File: src/epipolar_line_from_point_assert.svh
// assertion macros shared by the epipolar line block
// expects i_clk and i_rst_n in the scope where a macro is used
`ifndef EPIPOLAR_LINE_FROM_POINT_ASSERT_SVH
`define EPIPOLAR_LINE_FROM_POINT_ASSERT_SVH

// same-cycle implication, checked outside reset
`define ELFP_ASSERT_IMP(lbl, ante, cons, msg) \
    lbl: assert property (@(posedge i_clk) disable iff (!i_rst_n) (ante) |-> (cons)) \
        else $error(msg);

// next-cycle implication, checked outside reset
`define ELFP_ASSERT_NXT(lbl, ante, cons, msg) \
    lbl: assert property (@(posedge i_clk) disable iff (!i_rst_n) (ante) |=> (cons)) \
        else $error(msg);

`endif

File: src/elfp_pkg.sv
// types, widths and register codes of the epipolar line block
// no dependencies
package elfp_pkg;

    localparam int COORD_BITS = 16;
    localparam int COEF_BITS  = 48;
    localparam int COEF_FRAC  = 32;
    localparam int COORD_FRAC = 4;
    localparam int AB_FRAC    = 30;
    localparam int AB_BITS    = 32;
    localparam int C_OUT_BITS = 48;

    // apb port
    localparam int NUM_REGS = 8;
    localparam int APB_DW   = 64;
    localparam int APB_AW   = $clog2(NUM_REGS * 8);
    localparam int IDX_W    = $clog2(NUM_REGS);

    // raw line terms
    localparam int TERM_W = COEF_BITS + COORD_BITS + 1;
    localparam int V_W    = TERM_W + 2;

    // normalize datapath
    localparam int SC_W   = 31;
    localparam int RT_W   = 32;
    localparam int S_W    = $clog2(V_W + 1);
    localparam int S_MAX  = V_W - SC_W;
    localparam int D_W    = RT_W + S_MAX;
    localparam int NC_W   = V_W + AB_FRAC + 1;
    localparam int NAB_W  = SC_W + AB_FRAC + 1;
    localparam int QC_W   = C_OUT_BITS + 1;
    localparam int AB_Q   = SC_W;

    // queue depths
    localparam int Q1_DEPTH_DEF = 8;
    localparam int Q2_DEPTH_DEF = 128;

    typedef enum logic [IDX_W-1:0] {
        REG_F11 = 3'd0,
        REG_F12 = 3'd1,
        REG_F13 = 3'd2,
        REG_F21 = 3'd3,
        REG_F22 = 3'd4,
        REG_F23 = 3'd5,
        REG_F31 = 3'd6,
        REG_F32 = 3'd7
    } t_reg_idx;

    typedef logic [COEF_BITS-1:0] t_coef;

    typedef struct packed {
        t_coef f11;
        t_coef f12;
        t_coef f13;
        t_coef f21;
        t_coef f22;
        t_coef f23;
        t_coef f31;
        t_coef f32;
    } t_fmat;

    typedef struct packed {
        logic [COORD_BITS-1:0] point_x;
        logic [COORD_BITS-1:0] point_y;
        logic                  use_transpose;
    } t_point;

    typedef struct packed {
        logic signed [AB_BITS-1:0]    line_a;
        logic signed [AB_BITS-1:0]    line_b;
        logic signed [C_OUT_BITS-1:0] line_c;
        logic                         degenerate;
    } t_line;

    typedef struct packed {
        logic signed [V_W-1:0] a;
        logic signed [V_W-1:0] b;
        logic signed [V_W-1:0] c;
    } t_abc;

endpackage

File: src/elfp_fifo.sv
// queue with slot claims and a registered head, used between front and back and as the output queue
// depends on elfp_pkg and the assertion macro header
module elfp_fifo import elfp_pkg::*; #(
    parameter int DEPTH = Q1_DEPTH_DEF,
    parameter int W     = V_W
) (
    input  logic         i_clk,
    input  logic         i_rst_n,
    input  logic         i_claim,
    input  logic         i_wr,
    input  logic [W-1:0] i_wdata,
    input  logic         i_rd,
    output logic         o_valid,
    output logic [W-1:0] o_rdata,
    output logic         o_room
);

`include "epipolar_line_from_point_assert.svh"

    localparam int PTR_W = $clog2(DEPTH);
    localparam int CNT_W = $clog2(DEPTH + 1);

    logic [W-1:0]     r_mem [DEPTH];
    logic [PTR_W-1:0] r_wp, r_rp;
    logic [CNT_W-1:0] r_mcnt, r_res;
    logic             r_ovld;
    logic [W-1:0]     r_dout;
    logic             pop, load;

    assign pop  = i_rd && r_ovld;
    assign load = (r_mcnt != '0) && (!r_ovld || pop);

    always_ff @(posedge i_clk) begin
        if (!i_rst_n) begin
            r_wp   <= '0;
            r_rp   <= '0;
            r_mcnt <= '0;
            r_res  <= '0;
            r_ovld <= 1'b0;
        end else begin
            if (i_wr) begin
                r_wp <= (r_wp == PTR_W'(DEPTH - 1)) ? '0 : r_wp + PTR_W'(1);
            end
            if (load) begin
                r_rp <= (r_rp == PTR_W'(DEPTH - 1)) ? '0 : r_rp + PTR_W'(1);
            end
            r_mcnt <= r_mcnt + CNT_W'(i_wr) - CNT_W'(load);
            r_res  <= r_res + CNT_W'(i_claim) - CNT_W'(pop);
            if (load) begin
                r_ovld <= 1'b1;
            end else if (pop) begin
                r_ovld <= 1'b0;
            end
        end
    end

    always_ff @(posedge i_clk) begin
        if (i_wr) begin
            r_mem[r_wp] <= i_wdata;
        end
        if (load) begin
            r_dout <= r_mem[r_rp];
        end
    end

    assign o_valid = r_ovld;
    assign o_rdata = r_dout;
    assign o_room  = r_res < CNT_W'(DEPTH);

    `ELFP_ASSERT_IMP(a_no_overrun, i_wr, r_mcnt < CNT_W'(DEPTH), "write into full queue")
    `ELFP_ASSERT_IMP(a_claims_cover, 1'b1, r_res >= r_mcnt + CNT_W'(r_ovld), "item without claim")
    `ELFP_ASSERT_IMP(a_pop_valid, i_rd, r_ovld, "pop of empty head")
    `ELFP_ASSERT_NXT(a_drain, pop && (r_mcnt == '0), !r_ovld, "head kept after last pop")

endmodule

File: config.mk
export PLATFORM = sky130hd
export DESIGN_NAME = elfp_fifo
export DESIGN_NICKNAME = d
export VERILOG_FILES = /design/src/elfp_pkg.sv /design/src/elfp_fifo.sv
export VERILOG_INCLUDE_DIRS = /design/src /design/src/src
export SDC_FILE = /design/constraint.sdc
export NUM_CORES = 1
export LEC_CHECK = 0
export BUFFER_PORTS_ARGS = -buffer_cell sky130_fd_sc_hd__buf_2
export CORE_ASPECT_RATIO = 0.75
export CORE_MARGIN = 4
export CORE_UTILIZATION = 50
export CTS_BUF_LIST = sky130_fd_sc_hd__clkbuf_4 sky130_fd_sc_hd__clkbuf_8
export CTS_CLUSTER_DIAMETER = 50
export DETAILED_ROUTE_END_ITERATION = 10
export PLACE_DENSITY_LB_ADDON = 0.25
export SYNTH_ARGS = -nofsm -noshare
export SYNTH_HDL_FRONTEND = slang
export SYNTH_SLANG_ARGS = --single-unit
File: constraint.sdc
create_clock -name i_clk -period 8.6 [get_ports i_clk]
set_input_delay 1.29 -clock i_clk [delete_from_list [all_inputs] [get_ports i_clk]]
set_output_delay 1.29 -clock i_clk [all_outputs]
set_load 0.03 [all_outputs]
* Yosys cells after proc, flatten, opt, wreduce, memory -nomap -nowiden
Memory sizes are Yosys's and may differ from the RTL's. A register that Yosys moved wholly into a read port is not among the register bits. Index checks and enable logic that the tools add are counted.
Word-level totals: register bits 15, bits in writable memories 536, output and inout port bits 69, memories kept 1, input bits 72
Memory list:
- r_mem | words 8, bits a word 67, read ports 1, clocked after memory_dff 1, wr ports 1, RTL line elfp_fifo.sv:23 | logic [W-1:0] r_mem [DEPTH];
Cells by class: order comparisons 1, add/subtract/negate cells 6, multiplexer cells 6, equality and inequality tests 2, reductions and logical operators 6
Operators by type and width (count):
- adder 4 x 1 -> 4 bit | 2
- subtractor 4 x 1 -> 4 bit | 2
- adder 3 x 1 -> 3 bit (second input constant) | 2
- == test 3 bit (second input constant) | 2
- two-way mux 3 bit | 2
- < comparator 4 bit (second input constant) | 1
- two-way mux 1 bit | 4
- nonzero test 4 bit | 1
- logical AND 1 bit | 2
- nonzero test 2 bit | 1
- zero test 1 bit | 1
- logical OR 1 bit | 1

* Longest topological paths before layout
depth after elaboration 4, gate-level depth with buffers 11, depth with buffers taken out 11

* Worst setup path before layout
OpenSTA, ideal clock, no wires.
kind in2reg, start point input i_wr, end point memory r_mem[0][0] in the netlist's numbering (enable), buffers on the path 0, required time 8025 ps, arrival time 5947 ps, path slack 2078 ps, stages 2, library setup time 575 ps, cell sequence nand2b_1 nor3_1
On the way: word-level cells in the longest chain between the ends 2
RTL lines:
- from (decl) | RTL line elfp_fifo.sv:10 | input logic i_wr,
- two-way mux 1 bit | RTL line elfp_fifo.sv:58 | if (i_wr) begin
- two-way mux 1 bit (not written as such) | RTL line elfp_fifo.sv:59 | r_mem[r_wp] <= i_wdata;
- to (decl) | RTL line elfp_fifo.sv:23
No other way between the ends.

==> impl_results.md <==
- Mapped Nets: 1030
- Fmax: 305 MHz
- Worst-Margin Slew: 1160 ps
- Syn. warnings: 0
- Worst Setup End Kind: register
- Skew-Pair Late Insertion Delay: 640 ps
- CTS resizes: 0
- Area leader, netlist: edfxtp_1
- Wire length of the first global-routing pass: 65100 µm
- Sum of negative setup slack: 0 ps
- Arr. time, crit path: 3660 ps
- Gpl congestion: 0.689
- Max Cap Violations: 0
- Hold depth: 2
- DRC errors left: 0
- Crit share post-route: 38.1%
- Clock Path Buffers: 3
- Initial Utilization: 51.0%
- H-tree Lvls: 3
- Max-slew violation count: 0
- End of the worst hold path: o_valid
- Vias: 10000
- Min Tclk post-route: 3280 ps
- Ys async rst share: 0%
- Mean Syn Cell Area: 24.3 µm²
- Sw Ratio: 28.8%
- Sequential share of the synthesized area: 80.2%
- Grt total ovfl: 0
- Worst endpoint required time: 8980 ps
- Die area: 49400 µm²
- CTS tree: done
- WL/cell: 23.7 µm
- Status: finished clean
- Hold Crit Class: register to register
- Pwr/cell area: 305 nW/µm²
- P_sw: 2.29 mW
- IO buf count: 140
- Area Growth Syn to Fin: 13.5%
- Worst vdd ir: 182 µV
- Slew HR: 22.2%
- Layout Nets: 1240
- FF-to-FF End: o_rdata[43]
- Root Driver: clkbuf_8
- Reg-to-reg slack, setup: 5320 ps
- Final-report hold violation count: 0
- Critical path type: register to register
- Reg2Reg Launch Point: r_rp[0]
- Number of synthesized flops with an enable pin: 603
- Skew final: 24.0 ps
- Slowest library cell on the worst path: buf_4
- Rows: 67
- Internal power: 5.65 mW
- DR vias/cell: 5.54
- Crit-path most repeated cell: buf_4
- Final core occ: 57.9%
- CP cell instances: buf_4 > buf_4 > mux4_2 > mux2_2
- Mapped Area: 23000 µm²
- Largest net degree at the start of global routing: 63
- Core box area: 45000 µm²
- Distinct cells, synth: 26
- Combinational fraction of design power: 24.3%
- R2r worst-path depth: 4
- Pre-antenna DRT Iters: 5
- Sequential power share: 48.1%
- Synth Flop Type: edfxtp_1
- Gr usage total: 17.5%
- Final ANT Viol Nets: 0
- Chip Width: 255 µm
- Vias in the first global route: 10600
- Antenna violations before repair: 8
- Leading post-synthesis cells by cell area: edfxtp_1 (79%), mux4_2 (13%), mux2_2 (3.3%)
- Clock power frac: 27.5%
- Max Fanout on Critical Path: 43
- Sink Count: 618
- Yosys reg bits: 618
- CTS Buf Count: 90
- Lkg Pwr: 8.45 nW
- Top cell type's share of synthesized area: 78.9%
- RSZ-0062 raised after global routing: no
- Clock Pin Slew Worst Setup and Hold Paths: 60 ps
- Ports: 141
- Share of layout cells above drive strength 1: 41.4%
- Initial DRC Count: 739
- Final setup vio count: 0
- DIE HEIGHT: 194 µm
- Final HPWL DP: 22400 µm
- Syn Inst Count: 943
- DRT Wirelength: 42900 µm
- Delay of the slowest critical-path stage: 840 ps
- HP Start: o_valid
- Hold_buf cts: 0
- Crit path launch type: register
- Post-CTS setup buffers: 0
==> cells by family after synthesis <==
| group | after synthesis | synth area share [%] |
|---|---|---|
| XOR/XNOR | 3 | 0.114 |
| adder cells (fa/ha/maj) | 15 | 0.883 |
| AND/OR/NAND/NOR | 37 | 0.828 |
| AO/OA/AOI/OAI | 12 | 0.272 |
| buffers and inverters | 54 | 1.17 |
| multiplexers | 204 | 16.6 |
| flip-flops | 618 | 80.2 |
==> power by group through the flow <==
stage          combinational, mW  clock [mW]  sequential (mW)
5_1_grt                     2.09        2.40             3.85
3_5_place_dp                1.97           0             3.88
3_3_place_gp                1.95           0             3.89
4_1_cts                     1.98        2.25             3.83
2_1_floorplan               1.17           0             4.16
6_report                    1.93        2.19             3.82
==> worst max-delay path, delay by kind of cell, from the launching register on <==
kind / cells / cell delay (ps)
buffers and inverters: 2 / 1520
muxes: 2 / 900
DFF: 1 / 500
==> synth_stat cells (3+ instances only) <==
cell,instances
edfxtp_1,603
mux4_2,134
mux2_2,67
buf_2,16
dfxtp_1,15
inv_1,15
clkbuf_1,13
ha_1,13
nor2_1,13
a21oi_1,7
buf_6,6
nand2b_1,6
and2_1,4
buf_1,4
nand3_1,4
o21ai_0,4
mux2i_1,3
nand2_1,3
xor2_1,3
==> flip-flops by register name, indices dropped and copies added, names as in the netlist <==
name and count:
r_mem 536, r_wp 3, o_rdata 67, r_res 4, o_valid 1, r_mcnt 4, r_rp 3
==> area by class of cell <==
cell class                 count  area, µm²
multi-input combinational    271       4350
tap                          586        733
antenna                        1       2.50
inverter                      15       56.3
clock buffer                 125       1510
sequential                   618      18400
fill                        3249      19000
timing repair buffer         157        828
clock inverter                35        165
==> cells in the final DEF (no fill, tap or decap), types with 4 or more instances in the layout <==
cell type | Yosys | routed
a21oi_1 | 7 | 7
and2_1 | 4 | 4
buf_2 | 16 | 140
buf_4 | 0 | 17
clkbuf_4 | 0 | 33
clkbuf_8 | 0 | 92
clkinv_1 | 0 | 25
clkinv_2 | 0 | 4
dfxtp_1 | 15 | 12
edfxtp_1 | 603 | 603
ha_1 | 13 | 13
inv_1 | 15 | 15
mux2_2 | 67 | 67
mux4_2 | 134 | 134
nand2b_1 | 6 | 6
nand3_1 | 4 | 4
nor2_1 | 13 | 6
nor2_4 | 0 | 7
o21ai_0 | 4 | 4
==> how the worst max path moves through the flow <==
stage,startpoint,to
after floorplan,i_wr,r_mem[0][0]
after global placement,i_wr,r_mem[2][49]
after detailed placement,i_wr,r_mem[2][49]
after CTS,r_rp[0],o_rdata[43]
after global routing,r_rp[0],o_rdata[28]
final,r_rp[0],o_rdata[43]
==> per-layer routing <==
metal / up-vias / GRT usage (%) / part of all wire (%)
met2: 271 / 27.5 / 47
met1: 5239 / 24.8 / 45
met3: 85 / 4.30 / 5.8
met4: 14 / 4.86 / 1.9
li1: 4404 / - / -
met5: - / 0 / 0.20
==> through the flow <==
step	std cells	setup slack (ps)	instance area, µm²	power, mW	hold slack [ps]
floorplan	943	2080	23000	5.34	549
global placement	1647	4880	24400	5.83	566
detailed placement	1647	4840	24400	5.85	581
CTS	1807	5230	26100	8.06	590
global route	1807	5020	26100	8.34	602
finish	1808	5320	26100	7.94	581
Note: power is estimated with default switching activity, not from simulation.
