<file path="src/epipolar_line_from_point_assert.svh">
// assertion macros shared by the epipolar line block
// expects i_clk and i_rst_n in the scope where a macro is used
`ifndef EPIPOLAR_LINE_FROM_POINT_ASSERT_SVH
`define EPIPOLAR_LINE_FROM_POINT_ASSERT_SVH

// same-cycle implication, checked outside reset
`define ELFP_ASSERT_IMP(lbl, ante, cons, msg) \
    lbl: assert property (@(posedge i_clk) disable iff (!i_rst_n) (ante) |-> (cons)) \
        else $error(msg);

// next-cycle implication, checked outside reset
`define ELFP_ASSERT_NXT(lbl, ante, cons, msg) \
    lbl: assert property (@(posedge i_clk) disable iff (!i_rst_n) (ante) |=> (cons)) \
        else $error(msg);

`endif

</file>
<file path="src/elfp_pkg.sv">
// types, widths and register codes of the epipolar line block
// no dependencies
package elfp_pkg;

    localparam int COORD_BITS = 16;
    localparam int COEF_BITS  = 48;
    localparam int COEF_FRAC  = 32;
    localparam int COORD_FRAC = 4;
    localparam int AB_FRAC    = 30;
    localparam int AB_BITS    = 32;
    localparam int C_OUT_BITS = 48;

    // apb port
    localparam int NUM_REGS = 8;
    localparam int APB_DW   = 64;
    localparam int APB_AW   = $clog2(NUM_REGS * 8);
    localparam int IDX_W    = $clog2(NUM_REGS);

    // raw line terms
    localparam int TERM_W = COEF_BITS + COORD_BITS + 1;
    localparam int V_W    = TERM_W + 2;

    // normalize datapath
    localparam int SC_W   = 31;
    localparam int RT_W   = 32;
    localparam int S_W    = $clog2(V_W + 1);
    localparam int S_MAX  = V_W - SC_W;
    localparam int D_W    = RT_W + S_MAX;
    localparam int NC_W   = V_W + AB_FRAC + 1;
    localparam int NAB_W  = SC_W + AB_FRAC + 1;
    localparam int QC_W   = C_OUT_BITS + 1;
    localparam int AB_Q   = SC_W;

    // queue depths
    localparam int Q1_DEPTH_DEF = 8;
    localparam int Q2_DEPTH_DEF = 128;

    typedef enum logic [IDX_W-1:0] {
        REG_F11 = 3'd0,
        REG_F12 = 3'd1,
        REG_F13 = 3'd2,
        REG_F21 = 3'd3,
        REG_F22 = 3'd4,
        REG_F23 = 3'd5,
        REG_F31 = 3'd6,
        REG_F32 = 3'd7
    } t_reg_idx;

    typedef logic [COEF_BITS-1:0] t_coef;

    typedef struct packed {
        t_coef f11;
        t_coef f12;
        t_coef f13;
        t_coef f21;
        t_coef f22;
        t_coef f23;
        t_coef f31;
        t_coef f32;
    } t_fmat;

    typedef struct packed {
        logic [COORD_BITS-1:0] point_x;
        logic [COORD_BITS-1:0] point_y;
        logic                  use_transpose;
    } t_point;

    typedef struct packed {
        logic signed [AB_BITS-1:0]    line_a;
        logic signed [AB_BITS-1:0]    line_b;
        logic signed [C_OUT_BITS-1:0] line_c;
        logic                         degenerate;
    } t_line;

    typedef struct packed {
        logic signed [V_W-1:0] a;
        logic signed [V_W-1:0] b;
        logic signed [V_W-1:0] c;
    } t_abc;

endpackage

</file>
<file path="src/elfp_regs.sv">
// matrix coefficient registers behind the apb port
// depends on elfp_pkg
module elfp_regs import elfp_pkg::*; (
    input  logic              i_clk,
    input  logic              i_rst_n,
    input  logic              psel,
    input  logic              penable,
    input  logic              pwrite,
    input  logic [APB_AW-1:0] paddr,
    input  logic [APB_DW-1:0] pwdata,
    output logic [APB_DW-1:0] prdata,
    output logic              pready,
    output t_fmat             o_fm
);

    t_fmat    r_fm;
    t_reg_idx idx;
    logic     wr;
    t_coef    rd_val;

    assign idx    = t_reg_idx'(paddr[APB_AW-1:3]);
    assign wr     = psel && penable && pwrite;
    assign pready = 1'b1;

    always_ff @(posedge i_clk) begin
        if (!i_rst_n) begin
            r_fm <= '0;
        end else if (wr) begin
            unique case (idx)
                REG_F11: r_fm.f11 <= pwdata[COEF_BITS-1:0];
                REG_F12: r_fm.f12 <= pwdata[COEF_BITS-1:0];
                REG_F13: r_fm.f13 <= pwdata[COEF_BITS-1:0];
                REG_F21: r_fm.f21 <= pwdata[COEF_BITS-1:0];
                REG_F22: r_fm.f22 <= pwdata[COEF_BITS-1:0];
                REG_F23: r_fm.f23 <= pwdata[COEF_BITS-1:0];
                REG_F31: r_fm.f31 <= pwdata[COEF_BITS-1:0];
                REG_F32: r_fm.f32 <= pwdata[COEF_BITS-1:0];
                default: ;
            endcase
        end
    end

    always_comb begin
        unique case (idx)
            REG_F11: rd_val = r_fm.f11;
            REG_F12: rd_val = r_fm.f12;
            REG_F13: rd_val = r_fm.f13;
            REG_F21: rd_val = r_fm.f21;
            REG_F22: rd_val = r_fm.f22;
            REG_F23: rd_val = r_fm.f23;
            REG_F31: rd_val = r_fm.f31;
            REG_F32: rd_val = r_fm.f32;
            default: rd_val = '0;
        endcase
    end

    assign prdata = APB_DW'(rd_val);
    assign o_fm   = r_fm;

endmodule

</file>
<file path="config.mk">
export PLATFORM = sky130hd
export DESIGN_NAME = elfp_regs
export DESIGN_NICKNAME = d
export VERILOG_FILES = /design/src/epipolar_line_from_point_assert.svh /design/src/elfp_pkg.sv /design/src/elfp_regs.sv
export SDC_FILE = /design/constraint.sdc
export NUM_CORES = 1
export LEC_CHECK = 0
export BUFFER_PORTS_ARGS = -buffer_cell sky130_fd_sc_hd__buf_2
export CAP_MARGIN = 10
export CELL_PAD_IN_SITES_DETAIL_PLACEMENT = 1
export CELL_PAD_IN_SITES_GLOBAL_PLACEMENT = 1
export CORE_ASPECT_RATIO = 1.5
export CORE_MARGIN = 3
export CORE_UTILIZATION = 30
export DETAILED_ROUTE_END_ITERATION = 8
export GPL_ROUTABILITY_DRIVEN = 0
export GPL_TIMING_DRIVEN = 1
export HOLD_SLACK_MARGIN = 0.02
export PLACE_DENSITY = 0.68
export SETUP_SLACK_MARGIN = 0.4
export SLEW_MARGIN = 20
export SYNTH_ARGS = -nofsm -noshare
export SYNTH_HDL_FRONTEND = slang
export SYNTH_SLANG_ARGS = --single-unit
</file>
<file path="constraint.sdc">
create_clock -name i_clk -period 1.5 [get_ports i_clk]
set_input_delay 0.15 -clock i_clk [delete_from_list [all_inputs] [get_ports i_clk]]
set_output_delay 0.15 -clock i_clk [all_outputs]
set_load 0.005 [all_outputs]
</file>
======== Word-level counts from Yosys, hierarchy flattened ========
Index checks and enable logic that the tools add are counted.
word-level totals
  register bits after elaboration ......... 384
  bits of input ports ..................... 75
operators by class
  eq/ne operators ......................... 7
  multiplexer cells ....................... 1
  reduce and logical (&&, ||, !) cells .... 11
operators by type and width
  kind                count
  $pmux 48 s8         1
  $reduce_and 2->1    8
  $eq 3x3->1 const B  4
  $eq 3x2->1 const B  2
  $eq 3x1->1 const B  1
  $logic_not 3->1     1
  $logic_and 1x1->1   2

======== Logic depth before layout (Yosys ltp) ========
Gate-level depths: netlist of the first run.
  depth after elaboration ................. 3
  depth in mapped cells ................... 8
  depth with buffers taken out ............ 4

======== Worst setup path before layout of the first run ========
OpenSTA, ideal clock, no wires.
  path type ............................... input -> output
  from .................................... input port paddr[4]
  to ...................................... output port prdata[21]
  arrival time ............................ 1.205 ns
  data required time ...................... 1.350 ns
  path slack .............................. 0.145 ns
  cell stages on the path ................. 6
  cell sequence ........................... buf_6 buf_8 mux2_1 a22o_1 a221oi_1 nor2_1
on the way
  cells in the longest elaborated chain, start to end .. 2
  elaborated cells between the ends (all ways) .. 9
  those cells by class .................... 7 x eq/ne; 1 x mux; 1 x reduce/logical
RTL lines
  element                                   line             text
  from (decl)                               elfp_regs.sv:9   input logic [APB_AW-1:0] paddr,
  $eq 3x3->1, or another cell as far along  elfp_regs.sv:44  unique case (idx)
  $pmux 48 s8 *                             elfp_regs.sv:44
  to (decl)                                 elfp_regs.sv:11  output logic [APB_DW-1:0] prdata,
Mark *: on every way between the ends. The rest lies on a longest branch, timed or not.

======== Worst setup path after layout of the first run ========
  from .................................... register r_fm, in the netlist o_fm[10]
  to ...................................... output port prdata[10]
on the way
  cells in the longest elaborated chain, start to end .. 1
RTL lines
  element      line             text
  from (decl)  elfp_regs.sv:16  t_fmat r_fm;
  $pmux 48 s8  elfp_regs.sv:44
Every way passes these cells.

==> results of run 1 <==
layout by cell type, fill, tap and decap left out, types with 50 or more instances in the layout:
cell and count:
nand2_1 771, buf_2 325, buf_6 264, a21boi_0 233, dfxtp_2 188, dfxtp_1 165
a21boi_1 151, buf_4 135, nor2_1 89, a221oi_2 62, buf_12 56, a22o_1 52
dlygate4sd3_1 50
per-layer routing:
layer	GRT usage [%]	routed length (microns)	up-vias
met5	0	9	-
li1	-	-	8575
met4	14.89	5226	2
met3	5.659	5018	235
met1	29.72	33840	9418
met2	48.35	45230	676
metrics by stage:
stage / cell area [sq um] / utilization, %
after detailed placement: 22710 / 38.91
after CTS: 26380 / 45.20
after global routing: 27320 / 46.80
after floorplan: 18440 / -
final: 27320 / 46.81
after global placement: 22710 / 38.91
worst max-delay path: stages, from the launching register on:
cell and delay (ns):
dfxtp_2 0.33, mux2_4 0.25, a22o_1 0.21, a221oi_4 0.29, nor2_1 0.07, buf_2 0.14
area by class of cell:
class | instances | area [sq um]
Antenna cell | 1 | 2.502
Clock buffer | 56 | 1204
Clock inverter | 18 | 259.0
Fill cell | 6828 | 31050
Inverter | 49 | 183.9
Multi-Input combinational cell | 1542 | 9424
Sequential cell | 384 | 8039
Tap cell | 770 | 963.4
Timing Repair Buffer | 831 | 7248
timing repair:
action / in CTS / in global routing
hold buffers: 50 / 0
gates resized for setup: 390 / 215
setup buffers: 56 / 30
pin swaps: 88 / 66
hold endpoints to repair: 384 / 0
setup endpoints to repair: 433 / 513
worst max path at each step:
| stage | slack, ns | startpoint | end |
|---|---|---|---|
| floorplan | 0.19 | paddr[4] | prdata[0] |
| global placement | -0.37 | paddr[4] | prdata[10] |
| detailed placement | -0.41 | paddr[4] | prdata[10] |
| CTS | -0.57 | o_fm[106] | prdata[10] |
| global route | -0.56 | o_fm[107] | prdata[11] |
| finish | -0.49 | o_fm[10] | prdata[10] |
cell families after synthesis:
| kind of cell | share of synthesized area (%) |
|---|---|
| buffers and inverters | 8.370 |
| muxes | 5.068 |
| and+or+nand+nor | 19.35 |
| AOI/OAI and AO/OA | 24.11 |
| DFF | 43.07 |
| other | 0.04207 |
where the power goes:
group          leakage (nW)  switching (mW)  internal (mW)
Clock                 0.730            4.60           6.67
Sequential             3.22          0.0697           10.2
Combinational          7.38            1.24          0.965
==> results by group, run 1 <==
STA
  • Setup Skew: 0 ns
  • Final Setup Violations: 48
  • Worst rel slew slack: 54.25%
  • Final Hold Viols: 0
  • Setup TNS: -19.72 ns
  • Max-slew violations: 0
  • Period minus WS final: 1.993 ns
  • RSZ-0062 raised after global routing: yes
  • Highest Clock Rate: 0.5016 GHz
  • Fin crit share: 132.9%
  • Worst hold margin: 0.1770 ns
  • Setup WS post-layout: -0.4935 ns
  • Worst-margin pin slew: 0.6840 ns

Power
  • Static Leakage: 11.33 nW
  • Overall Power: 23.76 mW
  • VDD IR-drop max: 0.6655 mV
  • Pwr dens: 869.6 nW/um^2

Die
  • Site Rows: 108
  • I/O pin count: 524
  • Die H: 304.7 microns
  • Core footprint: 58380 sq um
  • Initial Util: 30.58%
  • Die Footprint: 62520 sq um
  • Die extent in x: 205.2 microns

Setup path
  • Worst R2R Start: o_fm[289]
  • Reg2Reg Setup Slack: 0.53 ns
  • Critical Path RT: 1.35 ns
  • Reg2Reg Depth: 5
  • Reg2Reg Capture Point: o_fm[289]
  • Critical path arrival: 1.84 ns
  • Crit path max fanout: 2
  • Crit. End Element: output pin
  • CP Class: flop to output pin
  • Critical Path Start Type: flop

Synthesis
  • Ys async rst share: 0%
  • Syn. warnings: 0
  • Top post-synthesis cells by area: dfxtp_1, nand2_1, a21boi_0, a21boi_1, a221oi_1
  • Post-synth cell types: 33
  • Post-synth top cells: nand2_1, dfxtp_1, a21boi_0
  • Top-area cell type share of the netlist area: 43.07%
  • Synth Flop Type: dfxtp_1
  • Synth area leader: dfxtp_1
  • Synthesized netlist cell count: 2202
  • Post-synthesis sequential area ratio: 43.07%
  • Count leader, synth: nand2_1
  • Seq cells post-synth: 384
  • Post-Syn Area per Cell: 8.106 sq um
  • Number of flops mapped to enable cells by yosys: 0
  • Synth Cell Area: 17850 sq um

Clock tree
  • Clock transition at path regs: 0.07 ns
  • CTS Buf Count: 42
  • CTS HTree Levels: 2
  • CTS tree: done
  • Sink Count: 384
  • Root buffer cell: clkbuf_16
  • Max Buffers Root-to-Sink: 3
  • Clk Latency, worst-skew pair: 0.58 ns

GRT
  • GRT overflow: 0
  • Vias in the first global route: 20.41k
  • Largest net degree at the start of global routing: 67
  • First-pass GRT wire length: 129300 microns
  • Initial antenna violation count: 2
  • GRT Resource Usage Total: 27.13%

Layout
  • Layout cells sized above 1: 42.40%
  • Final Net Count: 2925
  • Synth-to-Final Area Change: 53.08%
  • Max FFs per register: 384
  • Layout Cells excl Fill: 3651

Run status
  • Outcome: finished, violations left
  • Failing checks: setup timing

Min path
  • Worst Hold Depth: 3
  • Worst hold path class: primary input to flop
  • WHS Endpoint: o_fm[278]
  • Hold_sp: i_rst_n

Placed design
  • I/O Buffers: 487
  • Dpl ws: -0.4100 ns
  • Dpl cells: 3440
  • Hpwl dp: 61220 microns

Route
  • Post-route ant nets: 0
  • DRC: 0
  • Vias per inst: 5.178
  • Routed vias: 18.91k
  • Iter 0 DRT Violations: 822
  • Final WL: 89330 microns
  • DR pass1 iterations: 7
  • Routed len/inst: 24.47 microns

Run
  • Max-cap violations: 0
No activity file was read; power rests on OpenSTA's default activity.
==> inputs of run 2 (changes only) <==
==> constraint.sdc (replaced) <==
create_clock -name i_clk -period 2.3 [get_ports i_clk]
set_input_delay 0.23 -clock i_clk [delete_from_list [all_inputs] [get_ports i_clk]]
set_output_delay 0.23 -clock i_clk [all_outputs]
set_load 0.005 [all_outputs]
==> results by group, run 2 (same netlist as run 1, synthesis figures left out) <==
Run status
  • Outcome: finished clean (was finished, violations left)

Setup path
  • Critical Path RT: 2.07 ns (was 1.35 ns)
  • Crit path max fanout: 3 (was 2)
  • CP Class: flop to output pin (unchanged)
  • Crit. End Element: output pin (unchanged)
  • Critical Path Start Type: flop (unchanged)
  • Critical path arrival: 1.95 ns (was 1.84 ns)

Placed design
  • I/O Buffers: 487 (unchanged)
  • Dpl cells: 3308 (was 3440)
  • Hpwl dp: 56070 microns (was 61220 microns)

Clock tree
  • Sink Count: 384 (unchanged)
  • CTS HTree Levels: 2 (unchanged)
  • Clk Latency, worst-skew pair: 0.56 ns (was 0.58 ns)
  • Clock transition at path regs: 0.07 ns (about the same)
  • CTS Buf Count: 42 (unchanged)
  • CTS tree: done (unchanged)
  • Root buffer cell: clkbuf_16 (unchanged)
  • Max Buffers Root-to-Sink: 3 (unchanged)

Route
  • Iter 0 DRT Violations: 737 (was 822)
  • Post-route ant nets: 0 (unchanged)
  • Final WL: 83560 microns (was 89330 microns)
  • Routed vias: 18.18k (was 18.91k)
  • Routed len/inst: 23.97 microns (was 24.47 microns)
  • DRC: 0 (unchanged)
  • DR pass1 iterations: 5 (was 7)
  • Vias per inst: 5.214 (was 5.178)

Layout
  • Layout Cells excl Fill: 3486 (was 3651)
  • Most common cell after layout, fill and taps aside: nand2_1 (unchanged)
  • Max FFs per register: 384 (unchanged)
  • Fillers: 7082 (was 6828)
  • Layout cells sized above 1: 32.41% (was 42.40%)
  • Final Net Count: 2759 (was 2925)
  • Synth-to-Final Area Change: 33.35% (was 53.08%)
  • Most frequent cells in the layout: nand2_1, buf_2, dfxtp_1 (was nand2_1, buf_2, buf_6)

STA
  • Worst-margin pin slew: 0.9754 ns (was 0.6840 ns)
  • Final Hold Viols: 0 (unchanged)
  • RSZ-0062 raised after global routing: yes (unchanged)
  • Setup Skew: 0 ns (unchanged)
  • Period minus WS final: 2.181 ns
  • Fin crit share: 94.81%
  • Worst rel slew slack: 34.98% (was 54.25%)
  • Max-slew violations: 0 (unchanged)
  • Final Setup Violations: 0 (was 48)
  • Highest Clock Rate: 0.4586 GHz
  • Setup TNS: 0 ns (was -19.72 ns)

GRT
  • GRT overflow: 0 (unchanged)
  • First-pass GRT wire length: 122900 microns (was 129300 microns)
  • Vias in the first global route: 19.03k (was 20.41k)
  • Initial antenna violation count: 2 (unchanged)
  • GRT Resource Usage Total: 25.74% (was 27.13%)
  • Largest net degree at the start of global routing: 118 (was 67)

Die
  • Initial Util: 30.58% (unchanged)
  • Die extent in x: 205.2 microns (unchanged)
  • I/O pin count: 524 (unchanged)
  • Core footprint: 58380 sq um (unchanged)
  • Die H: 304.7 microns (unchanged)
  • Die Footprint: 62520 sq um (unchanged)
  • Site Rows: 108 (unchanged)

Power
  • Overall Power: 14.93 mW (was 23.76 mW)
  • VDD IR-drop max: 0.5748 mV (was 0.6655 mV)
  • Static Leakage: 9.985 nW (was 11.33 nW)
  • Pwr dens: 627.2 nW/um^2 (was 869.6 nW/um^2)

Run
  • Max-cap violations: 0 (unchanged)

Min path
  • Worst hold path class: primary input to flop (unchanged)
## run 2: layout make-up
cell class | instances | area (sq um) | share of cell area, %
Multi-Input combinational cell | 1542 | 9260 | 38.91
Timing Repair Buffer | 665 | 4229 | 17.77
Clock inverter | 18 | 193.9 | 0.8148
Clock buffer | 57 | 1187 | 4.989
Inverter | 49 | 183.9 | 0.7727
Tap cell | 770 | 963.4 | 4.048
Sequential cell | 384 | 7781 | 32.69
Antenna cell | 1 | 2.502 | 0.01051
## run 2: report_power, final
part | internal, mW | leakage, nW | switching, mW
sequential | 6.70 | 3.13 | 0.0432
combinational | 0.492 | 6.18 | 0.757
clock | 3.97 | 0.674 | 2.96
## run 2: through the flow
stage | util [%] | instance area, sq um | setup WS [ns] | hold WS (ns)
after floorplan | - | 17910 | 0.7848 | 0.4603
after detailed placement | 35.95 | 20990 | 0.1346 | 0.4652
after global placement | 35.95 | 20990 | 0.1879 | 0.4511
after global routing | 40.77 | 23800 | 0.05699 | 0.1031
final | 40.77 | 23800 | 0.1193 | 0.1004
after CTS | 40.48 | 23630 | 0.06198 | 0.06980
## run 2: repair_timing
action | in CTS | in global routing
cloned | 0 | 0
gates resized for setup | 136 | 29
pin swaps | 47 | 49
endpoints found under the setup margin | 47 | 48
hold endpoints to repair | 373 | 0
setup buffers | 42 | 12
hold buffers | 48 | 0
## run 2: worst max-delay path, cell delays in order (launching register included)
cell,delay (ns)
dfxtp_2,0.33
mux2_4,0.27
a22o_4,0.24
a221oi_2,0.22
buf_4,0.16
nor2_1,0.04
buf_2,0.12
## run 2: worst paths after layout
| path | start | endpoint | slack [ns] | cells past startpoint |
|---|---|---|---|---|
| worst min register to register | o_fm[269] | o_fm[269] | 0.46 | 2 |
| worst max register to register | o_fm[111] | o_fm[111] | 1.45 | 3 |
| worst min-delay path | i_rst_n | o_fm[289] | 0.10 | 2 |
| worst max-delay path | o_fm[121] | prdata[25] | 0.12 | 6 |
## run 2: layer usage
metal | GRT usage (%) | routed length, microns | up-vias
li1 | - | - | 8241
met1 | 29.46 | 32940 | 9138
met2 | 46.21 | 42300 | 614
met3 | 4.612 | 4415 | 180
met4 | 11.47 | 3888 | 2
met5 | 0 | 13 | -
==> inputs of run 3 (changes only) <==
--- a/config.mk
+++ b/config.mk
@@ -14,7 +14,7 @@
 export CORE_UTILIZATION = 30
 export DETAILED_ROUTE_END_ITERATION = 8
 export GPL_ROUTABILITY_DRIVEN = 0
-export GPL_TIMING_DRIVEN = 1
+export GPL_TIMING_DRIVEN = 0
 export HOLD_SLACK_MARGIN = 0.02
 export PLACE_DENSITY = 0.68
 export SETUP_SLACK_MARGIN = 0.4
==> results by group, run 3 (same netlist as run 1, synthesis figures left out) <==
Min path
  • Worst hold path class: primary input to flop (unchanged)
  • Hold_sp: i_rst_n (unchanged)

Setup path
  • Critical Path RT: 2.07 ns (about the same)
  • Worst Setup SP: o_fm[117] (was o_fm[121])
  • Critical Path Start Type: flop (unchanged)
  • Crit path max fanout: 3 (unchanged)
  • Reg2Reg Capture Point: o_fm[119] (was o_fm[111])
  • Worst R2R Start: o_fm[119] (was o_fm[111])
  • Critical path arrival: 1.86 ns (was 1.95 ns)
  • Crit. End Element: output pin (unchanged)
  • CP Class: flop to output pin (unchanged)
  • Reg2Reg Setup Slack: 1.47 ns (was 1.45 ns)
  • Reg2Reg Depth: 4 (was 3)
  • Setup crit end: prdata[21] (was prdata[25])

STA
  • Worst rel slew slack: 34.31% (was 34.98%)
  • Final Hold Viols: 0 (unchanged)
  • Final Setup Violations: 0 (unchanged)
  • Setup Skew: 0 ns (unchanged)
  • Fin crit share: 91.04% (was 94.81%)
  • Period minus WS final: 2.094 ns (was 2.181 ns)
  • Highest Clock Rate: 0.4776 GHz (was 0.4586 GHz)
  • Setup TNS: 0 ns (unchanged)
  • Worst-margin pin slew: 0.9853 ns (was 0.9754 ns)
  • Max-slew violations: 0 (unchanged)
  • RSZ-0062 raised after global routing: yes (unchanged)

Clock tree
  • CTS Buf Count: 42 (unchanged)
  • Sink Count: 384 (unchanged)
  • CTS tree: done (unchanged)
  • Clock transition at path regs: 0.07 ns (about the same)
  • CTS HTree Levels: 2 (unchanged)
  • Root buffer cell: clkbuf_16 (unchanged)
  • Max Buffers Root-to-Sink: 3 (unchanged)
  • Clk Latency, worst-skew pair: 0.56 ns (about the same)

Layout
  • Most frequent cells in the layout: nand2_1, buf_2, dfxtp_1 (unchanged)
  • Synth-to-Final Area Change: 36.71% (was 33.35%)
  • Register area: 7806 sq um (was 7781 sq um)
  • Max FFs per register: 384 (unchanged)
  • Fillers: 7142 (was 7082)
  • Fin util: 41.80% (was 40.77%)
  • Finished layout cell area: 24400 sq um (was 23800 sq um)
  • Final Net Count: 2893 (was 2759)
  • Layout cells sized above 1: 33.38% (was 32.41%)
  • Multi-input logic area: 9275 sq um (was 9260 sq um)
  • Most common cell after layout, fill and taps aside: nand2_1 (unchanged)

Route
  • Final WL: 96850 microns (was 83560 microns)
  • DR pass1 iterations: 6 (was 5)
  • Vias per inst: 5.182 (was 5.214)
  • Routed len/inst: 26.74 microns (was 23.97 microns)
  • Iter 0 DRT Violations: 988 (was 737)
  • DRC: 0 (unchanged)
  • Post-route ant nets: 0 (unchanged)
  • Routed vias: 18.77k (was 18.18k)

Power
  • Clock power frac: 46.0% (was 46.5%)
  • Switching Fraction: 25.86% (was 25.22%)
  • Combinational share of power: 9.7% (was 8.4%)
  • Pint: 11.27 mW (was 11.16 mW)
  • Pwr dens: 622.8 nW/um^2 (was 627.2 nW/um^2)
  • Overall Power: 15.20 mW (was 14.93 mW)
  • Static Leakage: 10.35 nW (was 9.985 nW)
  • VDD IR-drop max: 0.4793 mV (was 0.5748 mV)
  • Flop pwr share: 44.3% (was 45.2%)
  • P_sw: 3.929 mW (was 3.765 mW)

Die
  • Core footprint: 58380 sq um (unchanged)
  • I/O pin count: 524 (unchanged)
  • Die Footprint: 62520 sq um (unchanged)
  • Die extent in x: 205.2 microns (unchanged)
  • Site Rows: 108 (unchanged)
  • Initial Util: 30.58% (unchanged)
  • Die H: 304.7 microns (unchanged)

GRT
  • Largest net degree at the start of global routing: 15 (was 118)
  • Busiest grt layer: met2 (unchanged)
  • Met1 global-route usage: 33.56% (was 29.46%)
  • M3 GR Usage: 4.815% (was 4.612%)
  • Initial antenna violation count: 3 (was 2)
  • Met2 Use GR: 54.52% (was 46.21%)
  • First-pass GRT wire length: 137400 microns (was 122900 microns)
  • GRT Resource Usage Total: 29.84% (was 25.74%)
  • GRT overflow: 0 (unchanged)
  • Vias in the first global route: 19.79k (was 19.03k)

Placed design
  • Post-DP Area: 21060 sq um (was 20990 sq um)
  • I/O Buffers: 438 (was 487)
  • Hpwl dp: 70570 microns (was 56070 microns)

Run
  • Max-cap violations: 0 (unchanged)

Run status
  • Outcome: finished clean (unchanged)
==> run 3: worst min-delay path by stage <==
stage	to	slack, ns	cells past startpoint
floorplan	o_fm[124]	0.46	2
global placement	o_fm[38]	0.45	2
detailed placement	o_fm[280]	0.46	2
CTS	o_fm[239]	0.39	3
global route	o_fm[95]	0.44	3
finish	o_fm[378]	0.43	3
==> run 3: power groups by stage <==
stage                     registers, mW  logic [mW]  clock network [mW]
after detailed placement           6.89        1.26                   0
after global routing               6.74        1.55                7.36
after CTS                          6.74        1.45                7.09
after floorplan                    6.88       0.673                   0
final                              6.74        1.47                6.99
after global placement             6.89        1.23                   0
==> run 3: routing by layer <==
| metal | up-vias | routed length (microns) |
|---|---|---|
| met1 | 9354 | 37350 |
| met4 | 2 | 5098 |
| met5 | - | 9 |
| met2 | 695 | 49250 |
| met3 | 219 | 5139 |
| li1 | 8499 | - |
==> run 3: final cells by class <==
class,instances,area share [%]
multi-input combinational,1542,38.01
sequential,384,31.99
timing repair buffer,557,13.45
buffer,242,6.091
clock buffer,60,5.122
tap,770,3.948
inverter,49,0.7537
clock inverter,15,0.6050
antenna,3,0.03076
==> run 3: timing repair <==
item,CTS,global route
gates cloned,1,1
pin swaps,66,64
hold buffers,48,0
endpoints found under the setup margin,48,48
resized for setup,237,39
setup buffers,57,12
hold endpoints to repair,380,0
==> run 3: through the flow <==
step	cells	hold slack, ns	worst slack [ns]
floorplan	2217	0.4603	0.7848
global placement	3425	0.4550	-0.6198
detailed placement	3425	0.4608	-0.6363
CTS	3606	0.3950	0.1628
global route	3620	0.4364	0.1493
finish	3622	0.4273	0.2060
==> run 3: worst max-delay path, stage by stage, from the launching register on <==
cell and delay [ns]:
dfxtp_4 0.35, mux2_4 0.26, a22o_1 0.20, a221oi_2 0.28, nor2_1 0.09, buf_2 0.13
